===== src/design/ookp_pkg.sv =====
// Shared types, codes and constants for the OOK pulse train player.
`default_nettype none
package ookp_pkg;

    // Buffer geometry and job limits
    localparam int MAX_ENTRIES  = 512;
    localparam int ADDR_W       = $clog2(MAX_ENTRIES);
    localparam int CNT_W        = $clog2(MAX_ENTRIES + 1);
    localparam int REPEAT_LIMIT = 10;

    // Field widths
    localparam int DUR_W   = 16;
    localparam int TIMER_W = 20;
    localparam int SUM_W   = 20;
    localparam int REP_W   = 4;
    localparam int JOB_W   = 16;
    localparam int CFG_IDX_W  = 3;
    localparam int CFG_DATA_W = 20;

    // Register reset values
    localparam logic [TIMER_W-1:0] GAP_RESET     = 20'd20000;
    localparam logic [TIMER_W-1:0] TIMEOUT_RESET = 20'd5000;
    localparam logic [DUR_W-1:0]   MIN_RESET     = 16'd10;
    localparam logic [DUR_W-1:0]   MAX_RESET     = 16'd50000;
    localparam logic [SUM_W-1:0]   LIMIT_RESET   = 20'd250000;

    // Configuration register indexes
    localparam logic [CFG_IDX_W-1:0] CFG_GAP     = 3'd0;
    localparam logic [CFG_IDX_W-1:0] CFG_TIMEOUT = 3'd1;
    localparam logic [CFG_IDX_W-1:0] CFG_MIN     = 3'd2;
    localparam logic [CFG_IDX_W-1:0] CFG_MAX     = 3'd3;
    localparam logic [CFG_IDX_W-1:0] CFG_LIMIT   = 3'd4;

    // Opcodes
    localparam logic [2:0] OP_TICK  = 3'd0;
    localparam logic [2:0] OP_LOAD  = 3'd1;
    localparam logic [2:0] OP_CLEAR = 3'd2;
    localparam logic [2:0] OP_START = 3'd3;
    localparam logic [2:0] OP_STOP  = 3'd4;

    // Operation status codes
    localparam logic [1:0] ST_OK      = 2'd0;
    localparam logic [1:0] ST_BUSY    = 2'd1;
    localparam logic [1:0] ST_BAD     = 2'd2;
    localparam logic [1:0] ST_IGNORED = 2'd3;

    // Job outcome codes
    localparam logic [1:0] OUT_NONE    = 2'd0;
    localparam logic [1:0] OUT_DONE    = 2'd1;
    localparam logic [1:0] OUT_STOPPED = 2'd2;
    localparam logic [1:0] OUT_FAILED  = 2'd3;

    typedef struct packed {
        logic [2:0]       opcode;
        logic [DUR_W-1:0] duration_us;
        logic [REP_W-1:0] repeat_count;
        logic             pll_lock;
    } cmd_t;

    typedef struct packed {
        logic [TIMER_W-1:0] gap_ticks;
        logic [TIMER_W-1:0] lock_timeout_ticks;
        logic [DUR_W-1:0]   entry_min;
        logic [DUR_W-1:0]   entry_max;
        logic [SUM_W-1:0]   frame_limit;
    } cfg_t;

    typedef struct packed {
        logic              en;
        logic [ADDR_W-1:0] addr;
        logic [DUR_W-1:0]  data;
    } ram_wr_t;

    typedef struct packed {
        logic             carrier_key;
        logic             radio_tx_on;
        logic [1:0]       op_status;
        logic             running;
        logic [JOB_W-1:0] job_number;
        logic [REP_W-1:0] frames_sent;
        logic [REP_W-1:0] frames_total;
        logic [CNT_W-1:0] entries_loaded;
        logic [1:0]       job_outcome;
        logic [SUM_W-1:0] frame_total_us;
    } result_t;

endpackage
`default_nettype wire


===== src/design/ookp_player.sv =====
// Buffer bookkeeping and frame sequencer: executes one command per exec pulse.
`default_nettype none
module ookp_player
    import ookp_pkg::*;
(
    input  wire logic              clk,
    input  wire logic              rst_n,
    input  wire logic              exec,
    input  wire cmd_t              cmd,
    input  wire cfg_t              cfg,
    input  wire logic [DUR_W-1:0]  rd_data,
    output logic      [ADDR_W-1:0] rd_addr,
    output ram_wr_t                wr,
    output result_t                res
);

    typedef enum logic [1:0] {PH_IDLE, PH_LOCK, PH_PLAY, PH_GAP} phase_t;

    phase_t             phase_reg, phase_next;
    logic [ADDR_W-1:0]  play_index_reg, play_index_next;
    logic [DUR_W-1:0]   remaining_reg, remaining_next;
    logic [TIMER_W-1:0] wait_reg, wait_next;
    logic [REP_W-1:0]   frames_done_reg, frames_done_next;
    logic [REP_W-1:0]   frames_target_reg, frames_target_next;
    logic [JOB_W-1:0]   job_reg, job_next;
    logic               stop_reg, stop_next;
    logic [1:0]         outcome_reg, outcome_next;
    logic [CNT_W-1:0]   count_reg, count_next;
    logic [SUM_W-1:0]   sum_reg, sum_next;
    logic               bad_reg, bad_next;
    logic [1:0]         status_reg, status_next;

    logic               run;
    logic [CNT_W-1:0]   next_index;
    logic [SUM_W:0]     sum_try;
    logic               load_bad;
    logic               start_bad;

    // Prefetch the entry a tick may need: next entry while playing, else entry 0
    assign rd_addr = (phase_reg == PH_PLAY) ? play_index_reg + 1'b1 : '0;

    assign run        = (phase_reg != PH_IDLE);
    assign next_index = CNT_W'(play_index_reg) + 1'b1;
    assign sum_try    = {1'b0, sum_reg} + (SUM_W + 1)'(cmd.duration_us);
    assign load_bad   = (count_reg >= CNT_W'(MAX_ENTRIES))
                     || (cmd.duration_us < cfg.entry_min)
                     || (cmd.duration_us > cfg.entry_max)
                     || (sum_try > {1'b0, cfg.frame_limit});
    assign start_bad  = (cmd.repeat_count == '0)
                     || (cmd.repeat_count > REP_W'(REPEAT_LIMIT))
                     || bad_reg
                     || (count_reg < CNT_W'(2));

    // Next state for the command held in cmd
    always_comb
    begin
        phase_next         = phase_reg;
        play_index_next    = play_index_reg;
        remaining_next     = remaining_reg;
        wait_next          = wait_reg;
        frames_done_next   = frames_done_reg;
        frames_target_next = frames_target_reg;
        job_next           = job_reg;
        stop_next          = stop_reg;
        outcome_next       = outcome_reg;
        count_next         = count_reg;
        sum_next           = sum_reg;
        bad_next           = bad_reg;
        status_next        = ST_OK;
        wr.en              = 1'b0;
        wr.addr            = count_reg[ADDR_W-1:0];
        wr.data            = cmd.duration_us;

        case (cmd.opcode)
            OP_TICK:
            begin
                // Frame boundary: stop, count down the gap, finish or power up
                if (phase_reg == PH_GAP)
                begin
                    if (stop_reg)
                    begin
                        outcome_next = OUT_STOPPED;
                        phase_next   = PH_IDLE;
                        stop_next    = 1'b0;
                    end
                    else if (wait_reg != '0)
                    begin
                        wait_next = wait_reg - 1'b1;
                    end
                    else if (frames_done_reg >= frames_target_reg)
                    begin
                        outcome_next = OUT_DONE;
                        phase_next   = PH_IDLE;
                        stop_next    = 1'b0;
                    end
                    else
                    begin
                        phase_next = PH_LOCK;
                        wait_next  = '0;
                    end
                end

                if (phase_next == PH_LOCK)
                begin
                    // Wait for lock, fail once the timeout has passed
                    if (cmd.pll_lock)
                    begin
                        phase_next      = PH_PLAY;
                        play_index_next = '0;
                        remaining_next  = rd_data;
                    end
                    else if (wait_next >= cfg.lock_timeout_ticks)
                    begin
                        outcome_next = OUT_FAILED;
                        phase_next   = PH_IDLE;
                        stop_next    = 1'b0;
                    end
                    else
                    begin
                        wait_next = wait_next + 1'b1;
                    end
                end
                else if (phase_next == PH_PLAY)
                begin
                    // Count down the entry, then advance or end the frame
                    if (remaining_reg > DUR_W'(1))
                    begin
                        remaining_next = remaining_reg - 1'b1;
                    end
                    else if (next_index >= count_reg || next_index >= CNT_W'(MAX_ENTRIES))
                    begin
                        frames_done_next = frames_done_reg + 1'b1;
                        phase_next       = PH_GAP;
                        wait_next        = cfg.gap_ticks;
                        play_index_next  = '0;
                        remaining_next   = '0;
                    end
                    else
                    begin
                        play_index_next = next_index[ADDR_W-1:0];
                        remaining_next  = rd_data;
                    end
                end
            end

            OP_LOAD:
            begin
                if (run)
                begin
                    status_next = ST_BUSY;
                end
                else if (load_bad)
                begin
                    bad_next    = 1'b1;
                    status_next = ST_BAD;
                end
                else
                begin
                    wr.en      = 1'b1;
                    count_next = count_reg + 1'b1;
                    sum_next   = sum_try[SUM_W-1:0];
                end
            end

            OP_CLEAR:
            begin
                if (run)
                begin
                    status_next = ST_BUSY;
                end
                else
                begin
                    count_next = '0;
                    sum_next   = '0;
                    bad_next   = 1'b0;
                end
            end

            OP_START:
            begin
                if (run)
                begin
                    status_next = ST_BUSY;
                end
                else if (start_bad)
                begin
                    status_next = ST_BAD;
                end
                else
                begin
                    job_next           = job_reg + 1'b1;
                    frames_done_next   = '0;
                    frames_target_next = cmd.repeat_count;
                    stop_next          = 1'b0;
                    outcome_next       = OUT_NONE;
                    phase_next         = PH_GAP;
                    wait_next          = '0;
                    play_index_next    = '0;
                    remaining_next     = '0;
                end
            end

            OP_STOP:
            begin
                if (!run)
                begin
                    status_next = ST_IGNORED;
                end
                else
                begin
                    stop_next = 1'b1;
                end
            end

            default:
            begin
                status_next = ST_IGNORED;
            end
        endcase

        if (!exec)
        begin
            wr.en = 1'b0;
        end
    end

    // Hold player state, update on exec
    always_ff @(posedge clk or negedge rst_n)
    begin
        if (!rst_n)
        begin
            phase_reg         <= PH_IDLE;
            play_index_reg    <= '0;
            remaining_reg     <= '0;
            wait_reg          <= '0;
            frames_done_reg   <= '0;
            frames_target_reg <= '0;
            job_reg           <= '0;
            stop_reg          <= 1'b0;
            outcome_reg       <= OUT_NONE;
            count_reg         <= '0;
            sum_reg           <= '0;
            bad_reg           <= 1'b0;
            status_reg        <= ST_OK;
        end
        else if (exec)
        begin
            phase_reg         <= phase_next;
            play_index_reg    <= play_index_next;
            remaining_reg     <= remaining_next;
            wait_reg          <= wait_next;
            frames_done_reg   <= frames_done_next;
            frames_target_reg <= frames_target_next;
            job_reg           <= job_next;
            stop_reg          <= stop_next;
            outcome_reg       <= outcome_next;
            count_reg         <= count_next;
            sum_reg           <= sum_next;
            bad_reg           <= bad_next;
            status_reg        <= status_next;
        end
    end

    // Drive the result fields from the state
    always_comb
    begin
        res.carrier_key    = (phase_reg == PH_PLAY) && !play_index_reg[0];
        res.radio_tx_on    = (phase_reg == PH_LOCK) || (phase_reg == PH_PLAY);
        res.op_status      = status_reg;
        res.running        = run;
        res.job_number     = job_reg;
        res.frames_sent    = frames_done_reg;
        res.frames_total   = frames_target_reg;
        res.entries_loaded = count_reg;
        res.job_outcome    = outcome_reg;
        res.frame_total_us = sum_reg;
    end

endmodule
`default_nettype wire


===== config.mk =====
export PLATFORM = sky130hd
export DESIGN_NAME = ookp_player
export DESIGN_NICKNAME = d
export VERILOG_FILES = /design/src/design/ookp_pkg.sv /design/src/design/ookp_player.sv
export SDC_FILE = /design/constraint.sdc
export NUM_CORES = 1
export LEC_CHECK = 0
export BUFFER_PORTS_ARGS = -buffer_cell sky130_fd_sc_hd__buf_2
export CAP_MARGIN = 20
export CORE_MARGIN = 8
export CORE_UTILIZATION = 30
export CTS_BUF_LIST = sky130_fd_sc_hd__clkbuf_8
export DETAILED_ROUTE_END_ITERATION = 10
export SETUP_SLACK_MARGIN = 0.02
export SYNTH_ARGS = -nofsm -noshare
export SYNTH_HDL_FRONTEND = slang
export SYNTH_SLANG_ARGS = --single-unit

===== constraint.sdc =====
create_clock -name clk -period 9.7 [get_ports clk]
set_input_delay 1.455 -clock clk [delete_from_list [all_inputs] [get_ports clk]]
set_output_delay 1.455 -clock clk [all_outputs]
set_load 0.02 [all_outputs]

==> results.txt, run 1 <==
In this run the mean area of a mapped cell was 8.13 um2. Once placement finished, the instance area stood at 11300 um2. The run gives 1.62 ns as the final worst setup slack. The run finished with clean final reports.

The count of cells along the worst register-to-register path came out at 18. For the post-DP HPWL, the log shows 25100 um. The run gives 0.282 as the worst-case headroom to the max-slew limit. Number of synthesized flops with an enable pin: 0. dfrtp_1 takes more of the synthesized area than any other cell.

The tools report the post-route cell area as 11500 um2. The transition time of the tightest slew-check pin works out to 1.08 ns. The register clock-pin slew on the reported worst setup and hold paths is 0.10 ns. The tools report the launching point of the worst reg2reg path as wait_reg[0]. The run gives 9940 um2 as the netlist area before placement.

The first global-routing pass estimated 50600 um of wire. Once the clock tree was built, the setup fixing pass inserted 0 buffers. The effective utilization at floorplan is 0.305, and the chip width is 198 um. The worst hold slack is 0.479 ns, and the arrival time of data at the critical path endpoint is 6.63 ns.

By startpoint and endpoint, the worst setup path is classified as input pin to primary output. During I/O placement, the number of pins put on the boundary was 231. The netlist uses 75 different library cells. The run gives 0 as the initial antenna violation count. For the sequential element share of the synthesized area, the log shows 0.269. The fraction of synthesized cell area taken by the top area cell type works out to 0.269. Capture point of the critical path: wr[25]. The final hold violation count was 0; the flip-flop and latch count after synthesis was 107. The core region is 32600 um2. The highest clock rate is 0.124 GHz, and the remaining antenna violation count is 0. The net count of the finished layout is 1654.

The critical path data required time was 8.25 ns; the number of placement rows was 66. For the die footprint, the log shows 39200 um2. Cell count after synthesis: 1223. The count of input and output buffers was 230.

The tree built by TritonCTS fans out to 107 sinks. The async set or reset register ratio after synthesis was 1.00; the final critical-path required period was 8.08 ns. Count of final setup violators: 0. The setup skew after layout was 0.0182 ns; the number of DRC violations after detailed-routing iteration 0 was 657. The logs give 9367 for the via count of the first global-routing pass and 6.06 nW for the static leakage power. The first-pass iteration count of the detailed router is 5.

After clock tree synthesis, the repair step resized 0 gates. The final cycle utilization of the critical path was 0.834. For this run, the number of Yosys warnings is 0.

The number of max-cap violations came out at 0. Entering global routing, the biggest net connects 56 pins. The power per cell area was 205 nW/um2; the via density per instance was 5.14. The weighted congestion reported at the end of routability-driven placement is 0.911, and the peak fanout along the critical path is 32. The maximum clock insertion buffer count came out at 2.

The total routing resource utilization after global routing came out at 0.160. In this run the clock root is driven by a clkbuf_8. By count the netlist is led by nand2_1, inv_1, ha_1. Ranked by total cell area, the synthesized netlist is headed by dfrtp_1, ha_1, o21ai_0, nand2_1, inv_1. For the max-slew violation count, the log shows 0.

Counting the buffers created by CTS gives 9. The tools report the overflow left after global routing as 0. The tools report the number of buffers added to fix hold violations after cts as 0. In this run the critical register-to-register path is captured at wait_reg[16].

The post-route setup TNS is 0 ns. The die is 198 um tall. The post-detailed-route wirelength per cell is 17.2 um. In this run the worst hold path is classified as register to register.

The routed layout has 9495 vias. The tools report the type of element launching the critical path as an input pin. The clock latency on the worst-skew pair is 0.41 ns. Timing analysis after detailed placement gives a worst setup slack of 1.64 ns.

The post-synth net total was 1474. Across the VDD grid, the largest voltage drop is 0.111 mV. For this run, the leading register cell type out of synthesis is dfrtp_1. The share of post-route cells with drive strength above 1 is 0.200. The logs give 0 for the number of inserted diodes and 3 for the maximum level of the CTS H-tree.

For the routed wire length, the log shows 31800 um. Worst reg-to-reg setup slack: 3.81 ns. By instance count, the leading cell after synthesis is nand2_1. The tools report the critical path startpoint as cmd[5]. TritonCTS built the clock tree.

Setup repair after global routing left no endpoint under its margin. The run gives 0 as the number of remaining DRC errors. The tools report the nature of the critical path endpoint as a primary output. The area growth from synthesis to layout is 15.7%.
[layout make-up]
class | count | area (um2)
multi-input cells | 929 | 6430
well taps | 442 | 553
flip-flops and latches | 107 | 2680
repair buffers | 238 | 1210
clock inverters | 6 | 58.8
clock buffers | 9 | 124
inverters | 118 | 443
fillers | 3493 | 21100
[how the worst min path moves through the flow]
stage | cells after the start | start | slack, ns | endpoint
2_1_floorplan | 2 | remaining_reg[5] | 0.47 | remaining_reg[5]
3_3_place_gp | 1 | job_reg[15] | 0.46 | job_reg[15]
3_5_place_dp | 1 | job_reg[15] | 0.46 | job_reg[15]
4_1_cts | 1 | job_reg[15] | 0.48 | job_reg[15]
5_1_grt | 1 | job_reg[15] | 0.52 | job_reg[15]
6_report | 1 | job_reg[15] | 0.48 | job_reg[15]
[report_power, final]
group	internal [mW]	switching [mW]
clock	0.117	0.177
sequential	0.542	0.137
combinational	0.527	0.854
[cell families (layout without fill, tap and decap cells)]
kind of cell | after synthesis | after routing | share of synthesized area
compound gates | 313 | 313 | 0.203
buf+inv | 187 | 371 | 0.0836
xor+xnor | 71 | 71 | 0.0633
simple gates | 406 | 406 | 0.209
mux | 23 | 23 | 0.0242
flops | 107 | 107 | 0.269
fa+ha+maj | 116 | 116 | 0.147
[layout by cell type (no fill, tap or decap), types with 15 or more instances in the layout]
master,n
nor2_1,71
nand3_1,41
inv_1,119
a21oi_1,63
ha_1,115
nor4_1,15
o21ai_0,96
nor3_1,24
buf_2,229
nor2b_1,19
xnor2_1,43
mux2i_1,15
dfrtp_1,107
a21o_1,33
xor2_1,27
nand4_1,18
and3_1,25
o31ai_1,16
nand2_1,124
[stage by stage]
step / cells / utilization / total power [mW]
after global placement: 1832 / 0.346 / 2.02
after global routing: 1849 / 0.353 / 2.59
after detailed placement: 1832 / 0.346 / 2.05
final: 1849 / 0.353 / 2.35
after floorplan: 1223 / - / 1.68
after CTS: 1847 / 0.352 / 2.36
[layer usage]
| layer | global-route usage | share of wire |
|---|---|---|
| met3 | 0.0331 | 0.061 |
| met4 | 0.0484 | 0.018 |
| met5 | 0 | 0 |
| met2 | 0.258 | 0.46 |
| met1 | 0.211 | 0.46 |
[critical path, stage by stage]
cell and delay, ns:
buf_2 0.13, ha_1 0.24, fa_1 0.43, a211oi_1 0.34, o21a_1 0.22, o31ai_1 0.16, a31oi_1 0.46, nor2_1 0.17
xor2_1 0.17, ha_1 0.32, a211o_1 0.27, a221o_1 0.26, nor4_1 0.19, o32ai_1 0.14, or4_1 0.99, inv_1 0.16
buf_4 0.30, buf_2 0.23
No activity file was read; power rests on OpenSTA's default activity.
==> run 2: changes to the inputs <==
==> constraint.sdc (replaced) <==
create_clock -name clk -period 6.95 [get_ports clk]
set_input_delay 1.0425 -clock clk [delete_from_list [all_inputs] [get_ports clk]]
set_output_delay 1.0425 -clock clk [all_outputs]
set_load 0.02 [all_outputs]
==> run 2 against run 1 <==
Compared with the run above:
- combinational power up 40%
- cell count up 0.16%
- non-clock buffer count up 2
- sequential power up 40%
- critical path depth down 1
- clock skew up 0.0029 ns
- clock power up 34%
- final area up 0.12%
- critical path type unchanged
- critical endpoint unchanged
==> results.txt, run 2 (synthesized netlist as in run 1, its figures left out) <==
The peak fanout along the critical path works out to 5 (-84%). The number of inserted diodes was 0 (unchanged); the register clock-pin slew on the reported worst setup and hold paths was 0.10 ns (about the same). The first-pass iteration count of the detailed router was 5 (unchanged). The library cell used most frequently in the layout, excluding fill and tap cells, is buf_2. The first-pass GRT wire length is 50200 um (-0.79%), and the core occupancy in the finished layout is 0.353 (+0.000422).

The tools report the number of buffers created by CTS as 9 (unchanged). The critical path data required time is 5.91 ns (-2.34 ns), and the share of post-route cells with drive strength above 1 is 0.202 (+0.00170). The remaining antenna violation count was 0 (unchanged); the highest clock rate was 0.157 GHz.

The number of DRC violations after detailed-routing iteration 0 is 525 (-20%), and the count of pins on the block boundary is 231 (unchanged). The run gives 39200 um2 (unchanged) as the die footprint. From synthesis to final layout, the design area changed by 15.9%. The cell at the root of the clock tree is clkbuf_8. The tools report the arrival time of data at the critical path endpoint as 5.33 ns (-1.30 ns).

The post-detailed-route wirelength per cell is 17.1 um (-0.52%), and the number of remaining DRC errors is 0 (unchanged). The worst setup path is launched from an input pin. The power per cell area came out at 285 nW/um2 (+39%). The chip width works out to 198 um (unchanged). The overall die height came out at 198 um (unchanged). The run gives 0 ns (unchanged) as the post-route setup TNS. For the routed wire length, the log shows 31600 um (-0.36%).

The worst-case headroom to the max-slew limit came out at 0.415 (+0.134). The number of cells after detailed placement is 1836 (+0.22%), and the number of placement rows is 66 (unchanged). The number of sinks driven by the clock tree is 107 (unchanged), and the static leakage power is 6.08 nW (+0.26%). The via count of the first global-routing pass is 9365 (-0.021%), and the quantity of gates resized following cts is 0 (unchanged). Maximum level of the CTS H-tree: 3 (unchanged).

The run gives 1 (+1) as the initial antenna violation count. The cell area after placement was 11300 um2 (+0.30%); the post-route cell area was 11500 um2 (+0.12%). The transition time of the tightest slew-check pin was 0.874 ns (-0.203 ns). Setup repair after global routing left no endpoint under its margin. The final net count is 1656 (+0.12%).

Weighted congestion reported at the end of routability-driven placement: 0.910 (about the same). For the max-slew violation count, the log shows 0 (unchanged). The largest net degree at the start of global routing was 57 (+1.8%). The worst setup path is captured at a primary output.

The total routing resource utilization after global routing came out at 0.158 (-0.00110). The count of input and output buffers works out to 230 (unchanged). The final cycle utilization of the critical path is 0.916, and the effective utilization at floorplan is 0.305 (unchanged).

For the final worst setup slack, the log shows 0.581 ns (-1.03 ns). The number of max-cap violations is 0 (unchanged). The total power draw is 3.28 mW (+39%). The post-CTS setup buffer count was 0 (unchanged).

The setup skew after layout came out at 0.0210 ns (+0.00288 ns). The run gives 0.470 ns (-0.00837 ns) as the worst hold slack. The category of the most critical setup path is input pin to primary output. The run gives 2 (unchanged) as the maximum clock insertion buffer count. TritonCTS built the clock tree. The logs give 32600 um2 (unchanged) for the core area and 1852 (+0.16%) for the final instance count without filler cells. The tools report the routed via count as 9498 (+0.032%).

The logs give 0 (unchanged) for the overflow left after global routing and 0.143 mV (+28%) for the maximum ir drop on the vdd rail. The via density per instance is 5.13 (-0.13%), and the final hold violation count is 0 (unchanged). The tightest min-delay check is of the register to register type.

The final critical-path required period works out to 6.37 ns. The logs give 0.578 ns (-1.06 ns) for the worst slack at placement and 0 (unchanged) for the count of final setup violators. The post-DP HPWL is 25000 um (-0.43%). In the layout the commonest cells are buf_2, nand2_1, inv_1, ha_1, dfrtp_1. The clock latency on the worst-skew pair came out at 0.42 ns (about the same). The flow ran to the end, and the final reports show no timing, DRC or antenna violations.

Number of buffers added to fix hold violations after cts: 0 (unchanged).
==> run 2: cell types whose count changed in the layout (fill, tap and decap cells not counted) <==
| cell | change |
|---|---|
| clkinv_4 | +1 |
| bufinv_16 | -1 |
| inv_6 | +2 |
| buf_6 | +1 |
| clkinvlp_4 | -2 |
| clkbuf_8 | +1 |
| buf_4 | +1 |
==> run 2: critical path: stages <==
cell and delay [ns]:
buf_2 0.13, ha_1 0.24, fa_1 0.43, a211oi_1 0.33
o21a_1 0.22, o31ai_1 0.16, a31oi_1 0.45, nor2_1 0.17
xor2_1 0.18, ha_1 0.32, a211o_1 0.27, a221o_1 0.25
nor4_1 0.18, o32ai_1 0.16, or4_1 0.52, inv_1 0.11
buf_2 0.17
==> run 2: metal layers <==
metal,vias to the layer above,track usage,wire (um)
li1,4711,-,-
met1,4469,0.211,15000
met2,276,0.255,14200
met3,40,0.0278,1680
met4,2,0.0539,712
met5,-,0,10
==> run 2: power by group <==
part	switching, mW	leakage, nW	internal (mW)
clock network	0.253	0.0982	0.142
registers	0.196	1.41	0.756
logic	1.19	4.56	0.743
==> run 2: cell type report <==
type / instances / area [um2]
clock buffer: 10 / 138
clock inverter: 6 / 40.0
fill: 3482 / 21100
inverter: 118 / 443
multi-input combinational: 929 / 6430
sequential: 107 / 2680
tap: 442 / 553
timing repair buffer: 240 / 1230
==> run 2: path summary, 6_finish.rpt <==
path | from | to | slack (ns) | cells past startpoint
worst max-delay path | cmd[5] | wr[25] | 0.58 | 17
worst max register to register | wait_reg[0] | wait_reg[16] | 1.17 | 18
min in group asynchronous | rst_n | job_reg[2] | 0.69 | 1
worst min register to register | job_reg[15] | job_reg[15] | 0.47 | 1
worst min-delay path | job_reg[15] | job_reg[15] | 0.47 | 1
max in group asynchronous | rst_n | play_index_reg[1] | 4.99 | 2
